[src/hw/rtl/tts_pkg.sv]
package tts_pkg;

    localparam int THREAD_SLOTS = 16;
    localparam int SLOT_W = 4;

    typedef enum logic [1:0] {
        ACT_REGISTER = 2'd0,
        ACT_SLEEP    = 2'd1,
        ACT_EXIT     = 2'd2,
        ACT_YIELD    = 2'd3
    } action_t;

    typedef enum logic [1:0] {
        ST_EMPTY = 2'd0,
        ST_READY = 2'd1,
        ST_SLEEP = 2'd2,
        ST_EXIT  = 2'd3
    } slot_status_t;

    typedef enum logic {
        FSM_IDLE = 1'b0,
        FSM_SCAN = 1'b1
    } fsm_state_t;

    typedef struct packed {
        logic [1:0]         action;
        logic [31:0]        name_key;
        logic signed [31:0] now_ms;
        logic [30:0]        sleep_ms;
    } tts_in_t;

    typedef struct packed {
        logic [SLOT_W-1:0] running_thread;
        logic [SLOT_W-1:0] previous_thread;
        logic [SLOT_W-1:0] registered_slot;
        logic              table_full;
    } tts_out_t;

    // broadcast from the controller to every cell
    typedef struct packed {
        logic              wr_sleep;
        logic              wr_exit;
        logic [SLOT_W-1:0] cur;
        logic [31:0]       deadline;
        logic              is_reg;
        logic [31:0]       key;
        logic signed [31:0] now;
    } tts_ctrl_t;

    typedef struct packed {
        logic stop;
        logic take;
    } tts_hit_t;

endpackage

[src/hw/rtl/tts_cell.sv]
module tts_cell (
    input  logic                      clk,
    input  logic                      rst_n,
    input  logic [tts_pkg::SLOT_W-1:0] idx,
    input  tts_pkg::tts_ctrl_t         ctrl,
    input  logic                      tok_in,
    output logic                      tok_out,
    output tts_pkg::tts_hit_t          hit
);
    import tts_pkg::*;

    slot_status_t status_reg, status_next;
    logic [31:0]  key_reg, key_next;
    logic [31:0]  deadline_reg, deadline_next;
    logic         tok_reg, tok_next;
    logic         is_cur;
    logic         expired;

    assign is_cur  = (ctrl.cur == idx);
    assign expired = ($signed(deadline_reg) < $signed(ctrl.now));

    always_comb
    begin
        status_next   = status_reg;
        key_next      = key_reg;
        deadline_next = deadline_reg;
        hit           = '0;
        if (ctrl.wr_sleep && is_cur && status_reg != ST_EMPTY)
        begin
            status_next   = ST_SLEEP;
            deadline_next = ctrl.deadline;
        end
        else if (ctrl.wr_exit && is_cur)
        begin
            status_next = ST_EXIT;
        end
        else if (tok_in)
        begin
            if (ctrl.is_reg)
            begin
                if (status_reg == ST_EMPTY || key_reg == ctrl.key)
                begin
                    hit.stop    = 1'b1;
                    hit.take    = 1'b1;
                    key_next    = ctrl.key;
                    status_next = ST_READY;
                end
            end
            else
            begin
                priority if (status_reg == ST_EMPTY)
                begin
                    hit.stop = 1'b1;
                end
                else if (status_reg == ST_READY)
                begin
                    hit.stop = 1'b1;
                    hit.take = 1'b1;
                end
                else if (status_reg == ST_SLEEP && expired)
                begin
                    hit.stop    = 1'b1;
                    hit.take    = 1'b1;
                    status_next = ST_READY;
                end
            end
        end
        tok_next = tok_in && !hit.stop;
    end

    always_ff @(posedge clk or negedge rst_n)
    begin
        if (!rst_n)
        begin
            status_reg <= ST_EMPTY;
            tok_reg    <= 1'b0;
        end
        else
        begin
            status_reg <= status_next;
            tok_reg    <= tok_next;
        end
    end

    always_ff @(posedge clk)
    begin
        key_reg      <= key_next;
        deadline_reg <= deadline_next;
    end

    assign tok_out = tok_reg;

endmodule

[src/hw/rtl/thread_table_scheduler.sv]
// Thread table scheduler: a row of slot cells scanned by a travelling token.
// An accepted start launches a token at slot 1 that moves upward one slot per cycle
// until a slot cell stops it; a scan that runs off the end is the longest. The
// result strobe follows the scan, and busy drops in the strobe cycle.
// Flow: start is taken only while idle, so one beat is in flight at a time; the receiver cannot stall.
// Reset: all slots empty, idle thread running, no scan in flight.
module thread_table_scheduler (
    input  logic              clk,
    input  logic              rst_n,
    input  logic              start,
    output logic              busy,
    input  tts_pkg::tts_in_t  item,
    output logic              done,
    output tts_pkg::tts_out_t result
);
    import tts_pkg::*;

    fsm_state_t        state_reg, state_next;
    logic              accept;
    logic              tok_start_reg, tok_start_next;
    logic              done_reg, done_next;
    logic [SLOT_W-1:0] cur_reg, cur_next;
    logic              is_reg_reg;
    logic [31:0]       key_reg;
    logic signed [31:0] now_reg;
    tts_out_t          result_reg, result_next;
    tts_ctrl_t         ctrl;
    logic              tok [THREAD_SLOTS:1];
    tts_hit_t          hits [THREAD_SLOTS-1:1];
    logic              stop_any;
    logic [SLOT_W-1:0] take_idx;
    logic              take_any;
    logic              finish;

    assign accept = start && (state_reg == FSM_IDLE);

    assign ctrl.wr_sleep = accept && (action_t'(item.action) == ACT_SLEEP) && (cur_reg != '0);
    assign ctrl.wr_exit  = accept && (action_t'(item.action) == ACT_EXIT) && (cur_reg != '0);
    assign ctrl.cur      = cur_reg;
    assign ctrl.deadline = item.now_ms + {1'b0, item.sleep_ms};
    assign ctrl.is_reg   = is_reg_reg;
    assign ctrl.key      = key_reg;
    assign ctrl.now      = now_reg;

    assign tok[1] = tok_start_reg;

    genvar gi;
    generate
        for (gi = 1; gi < THREAD_SLOTS; gi++)
        begin : g_cell
            tts_cell u_cell (
                .clk     (clk),
                .rst_n   (rst_n),
                .idx     (SLOT_W'(gi)),
                .ctrl    (ctrl),
                .tok_in  (tok[gi]),
                .tok_out (tok[gi+1]),
                .hit     (hits[gi])
            );
        end
    endgenerate

    always_comb
    begin
        stop_any = 1'b0;
        take_any = 1'b0;
        take_idx = '0;
        for (int i = 1; i < THREAD_SLOTS; i++)
        begin
            stop_any = stop_any | hits[i].stop;
            take_any = take_any | hits[i].take;
            take_idx = take_idx | (hits[i].take ? SLOT_W'(i) : '0);
        end
    end

    assign finish = (state_reg == FSM_SCAN) && (stop_any || tok[THREAD_SLOTS]);

    // next state
    always_comb
    begin
        state_next = state_reg;
        unique case (state_reg)
            FSM_IDLE: if (start) state_next = FSM_SCAN;
            FSM_SCAN: if (finish) state_next = FSM_IDLE;
            default:  state_next = FSM_IDLE;
        endcase
    end

    // outputs
    always_comb
    begin
        tok_start_next = 1'b0;
        done_next      = 1'b0;
        cur_next       = cur_reg;
        result_next    = result_reg;
        unique case (state_reg)
            FSM_IDLE:
            begin
                tok_start_next = start;
            end
            FSM_SCAN:
            begin
                if (finish)
                begin
                    done_next                   = 1'b1;
                    result_next.previous_thread = cur_reg;
                    if (is_reg_reg)
                    begin
                        result_next.running_thread  = cur_reg;
                        result_next.registered_slot = take_any ? take_idx : '0;
                        result_next.table_full      = !take_any;
                    end
                    else
                    begin
                        cur_next                    = take_any ? take_idx : '0;
                        result_next.running_thread  = take_any ? take_idx : '0;
                        result_next.registered_slot = '0;
                        result_next.table_full      = 1'b0;
                    end
                end
            end
            default: ;
        endcase
    end

    always_ff @(posedge clk or negedge rst_n)
    begin
        if (!rst_n)
        begin
            state_reg     <= FSM_IDLE;
            tok_start_reg <= 1'b0;
            done_reg      <= 1'b0;
            cur_reg       <= '0;
        end
        else
        begin
            state_reg     <= state_next;
            tok_start_reg <= tok_start_next;
            done_reg      <= done_next;
            cur_reg       <= cur_next;
        end
    end

    always_ff @(posedge clk)
    begin
        result_reg <= result_next;
        if (accept)
        begin
            is_reg_reg <= (action_t'(item.action) == ACT_REGISTER);
            key_reg    <= item.name_key;
            now_reg    <= item.now_ms;
        end
    end

    assign busy   = (state_reg == FSM_SCAN);
    assign done   = done_reg;
    assign result = result_reg;

`ifndef SYNTHESIS
    a_done_after_scan: assert property (@(posedge clk) disable iff (!rst_n)
        done |-> $past(busy))
        else $error("result beat without a scan");

    a_accept_starts_token: assert property (@(posedge clk) disable iff (!rst_n)
        accept |=> (busy && tok_start_reg))
        else $error("accepted beat did not launch the scan token");

    a_reg_or_full: assert property (@(posedge clk) disable iff (!rst_n)
        done |-> !(result.table_full && (result.registered_slot != '0)))
        else $error("slot written and table full on the same beat");

    a_stop_only_busy: assert property (@(posedge clk) disable iff (!rst_n)
        stop_any |-> busy)
        else $error("slot cell stopped a scan while idle");
`endif

endmodule

[config.mk]
export PLATFORM = sky130hd
export DESIGN_NAME = thread_table_scheduler
export DESIGN_NICKNAME = d
export VERILOG_FILES = /design/src/hw/rtl/tts_pkg.sv /design/src/hw/rtl/tts_cell.sv /design/src/hw/rtl/thread_table_scheduler.sv
export SDC_FILE = /design/constraint.sdc
export NUM_CORES = 2
export LEC_CHECK = 0
export ABC_AREA = 1
export BUFFER_PORTS_ARGS = -buffer_cell sky130_fd_sc_hd__buf_2
export CAP_MARGIN = 20
export CORE_ASPECT_RATIO = 0.7
export CORE_UTILIZATION = 45
export DETAILED_ROUTE_END_ITERATION = 12
export PLACE_DENSITY_LB_ADDON = 0.2
export SETUP_SLACK_MARGIN = 0.02
export SLEW_MARGIN = 15
export SYNTH_ARGS = -nofsm -noshare
export SYNTH_HDL_FRONTEND = slang
export SYNTH_SLANG_ARGS = --single-unit
[constraint.sdc]
create_clock -name clk -period 8.25 [get_ports clk]
set_input_delay 0.4125 -clock clk [delete_from_list [all_inputs] [get_ports clk]]
set_output_delay 0.4125 -clock clk [all_outputs]
set_load 0.005 [all_outputs]
==> flow_metrics.tcl <==
set metrics [dict create \
    outcome "completed" \
    synth_cell_types 56 \
    arrival_ps 4630 \
    max_stage_delay_ps 600 \
    r2r-start "now_reg[31]$_DFFE_PP_" \
    detail_route.vias_per_cell 5.33 \
    regArea_sq_mm 0.0325 \
    crit_slowest_cell "xnor2_2" \
    setup_violations 0 \
    worstSetupEndpointType "flop" \
    clk_latency_ps 720 \
    crit_type "in2reg" \
    first_pass_iters 6 \
    multi_input_area_sq_mm 0.0194 \
    ys_seq_area_share_pct 61.2 \
    io_pins 115 \
    grtUsageTotal_pct 22.2 \
    placed_area_sq_mm 0.0560 \
    drtIter0Drc 2911 \
    synth-warning-count 0 \
    path_common_cell "nand2_1" \
    ys_ff_latch 1090 \
    rows 105 \
    die_area_sq_mm 0.119 \
    post-cts-setup-buffers 0 \
    finalInstanceArea_sq_mm 0.0602 \
    yosys.area.top_type "edfxtp_1" \
    ctsHtreeMaxLevel 3 \
    netlist.area_leader.share_pct 58.7 \
    clock_skew_ps 32.5 \
    p_per_area_mw_per_mm2 246 \
    slew_headroom_pct 24.6 \
    syn_avg_cell_area_sq_um 12.2 \
    drc 0 \
    cts_hold_buffers 66 \
    start_kind "primary input" \
    async_flop_share_pct 4.77 \
    wirelength_mm 133 \
    period_share_pct 51.3 \
    grt_pass1_wl_mm 196 \
    period_needed_ps 4230 \
    path_max_fanout 15 \
    nets 5255 \
    r2r_cells 19 \
    rsz0062_at_grt "false" \
    path_cells "dlygate4sd3_1 > buf_2 > ha_1 > inv_1 > fa_1 > o21ai_0 > a21oi_1 > o21bai_1 > a21o_1 > nand2_1 > nand2_1 > nand2_1 > nand2_1 > nand2_1 > nand2_1 > nand3_1 > nand2_1 > a21oi_1 > xnor2_2" \
    gp_congestion 0.933 \
    fp.dieW_um 413 \
    synth_nets 4955 \
    holdPathStages 3 \
    wl_per_cell_um 21.1 \
    root_buffer "clkbuf_16" \
    required_ps 8650 \
    antenna_cells 0 \
    syn_to_final_growth_pct 13.3 \
    cts.sink_count 1090 \
    numPortBuffers 114 \
    fillers 9979 \
    overflow 0 \
    cts_tree "built" \
    design.core.area_sq_mm 0.117 \
    min_to "busy$_DFF_PN0_" \
    hold_viol 0 \
    setup_tns_ps 0 \
    synth_top_flop_cell "edfxtp_1" \
    die_y_um 289 \
    grt_pass1_vias 31718 \
    power_w 0.0148 \
    hp-class "in2reg" \
    ctsResizeCount 0 \
    dp_hpwl_mm 89.8 \
    drtAntennaViolNets 0 \
    synth_edf_count 1038 \
    hp-start "start" \
    clk_pin_slew_ps 70 \
    rrSetupSlack_ps 4080 \
    max_slew.worst_pin.slew_ps 1130 \
    initial_core_util_pct 45.4 \
    slew_viol_final 0 \
    cts_buffer_depth 3 \
    cts_buffers 106 \
    power.leakage_nw 23.2 \
    drive_above_1_share_pct 11.3 \
    peakVddDrop_v 0.000168 \
    r2r-end "result[3]$_SDFFCE_PN0P_" \
    ys_top_cells_by_area "edfxtp_1 (59%), ha_1 (12%), nand2_1 (5.2%)" \
    grt_max_degree 58 \
    cap_violations 0 \
    fmax_ghz 0.236 \
    syn_inst 4358 \
    vias 33540 \
    syn_area_sq_mm 0.0531 \
    antenna_found_initial 4 \
]
## layer usage
metal  GRT usage, %  vias to the layer above  share of wire [%]
met1           34.1                    16259                 49
met3           5.61                      165                8.1
met2           31.6                      978                 41
met5              0                        -             0.0098
met4           4.78                        2                1.8
li1               -                    16136                  -
## kinds of logic (layout without fill, tap and decap cells)
group                    Yosys count  in the layout  share of synthesized area [%]
AND/OR/NAND/NOR                 1585           1585                           13.4
buffers and inverters            339            726                           2.70
flip-flops                      1090           1090                           61.2
XOR/XNOR                         369            369                           6.09
adder cells (fa/ha/maj)          497            497                           11.7
AO/OA/AOI/OAI                    478            478                           4.88
## stage by stage
stage / util, % / cells / hold slack (ps) / worst slack, ps
CTS: 51.4 / 6295 / 6.72 / 3600
global placement: 47.8 / 6033 / 486 / 3480
detailed placement: 47.9 / 6034 / 487 / 3380
global route: 51.4 / 6296 / 18.1 / 3710
finish: 51.4 / 6296 / 44.8 / 4020
floorplan: - / 4358 / 117 / 2700
## synthesized netlist by cell type (9+ instances only)
| cell | number |
|---|---|
| edfxtp_1 | 1038 |
| nand2_1 | 734 |
| ha_1 | 496 |
| a21oi_1 | 303 |
| nor2_1 | 276 |
| inv_1 | 250 |
| xnor2_1 | 193 |
| nand3_1 | 192 |
| xor2_1 | 176 |
| or2_2 | 110 |
| nor3_1 | 95 |
| o21ai_0 | 95 |
| nand4_1 | 77 |
| dfrtp_1 | 52 |
| nor4_1 | 37 |
| buf_4 | 30 |
| buf_2 | 24 |
| o21a_1 | 19 |
| inv_2 | 15 |
| clkbuf_1 | 13 |
| o211ai_1 | 13 |
| or2_1 | 12 |
| a31oi_1 | 9 |
| nand3b_1 | 9 |
| o2111ai_1 | 9 |
## layout make-up
type                            count  share of cell area [%]
Inverter                          266                    1.66
Tap cell                         1551                    3.23
Sequential cell                  1090                    54.0
Timing Repair Buffer              265                    3.11
Clock inverter                     63                    1.09
Clock buffer                      132                    4.67
Multi-Input combinational cell   2929                    32.3
## worst max-delay path: cells and delay by family
family | cells | cell delay [ps]
xor+xnor | 1 | 600
compound gates | 5 | 1200
fa+ha+maj | 2 | 870
simple gates | 8 | 810
buf+inv | 3 | 740
## cells in the final DEF (no fill, tap or decap), types with 21 or more instances in the layout
cell type / instances
edfxtp_1: 1038
nand2_1: 734
ha_1: 496
a21oi_1: 303
nor2_1: 275
inv_1: 245
nand3_1: 192
xnor2_1: 187
xor2_1: 167
buf_2: 114
or2_2: 110
clkbuf_16: 108
o21ai_0: 95
buf_4: 84
nor3_1: 81
nand4_1: 77
dlygate4sd3_1: 66
dfrtp_1: 52
nor4_1: 32
clkbuf_1: 22
clkinv_1: 21
## how the worst max path moves through the flow
| stage | from | to | slack, ps | depth (start not counted) |
|---|---|---|---|---|
| after detailed placement | item[31] | g_cell[15].u_cell.deadline_reg[20]$_DFFE_PP_ | 3380 | 18 |
| after global routing | item[31] | g_cell[10].u_cell.deadline_reg[20]$_DFFE_PP_ | 3710 | 19 |
| after floorplan | start | g_cell[3].u_cell.key_reg[0]$_DFFE_PP_ | 2700 | 9 |
| final | item[31] | g_cell[5].u_cell.deadline_reg[20]$_DFFE_PP_ | 4020 | 19 |
| after CTS | item[31] | g_cell[5].u_cell.deadline_reg[20]$_DFFE_PP_ | 3600 | 19 |
| after global placement | item[31] | g_cell[5].u_cell.deadline_reg[20]$_DFFE_PP_ | 3480 | 18 |
## where the power goes
| group | switching, W | total [W] | internal, W | leakage (nW) |
|---|---|---|---|---|
| Clock | 0.00212 | 0.00492 | 0.00279 | 1.69 |
| Combinational | 0.00216 | 0.00312 | 0.000959 | 11.5 |
| Sequential | 0.000183 | 0.00678 | 0.00659 | 10.0 |
Note: power is estimated with default switching activity, not from simulation.
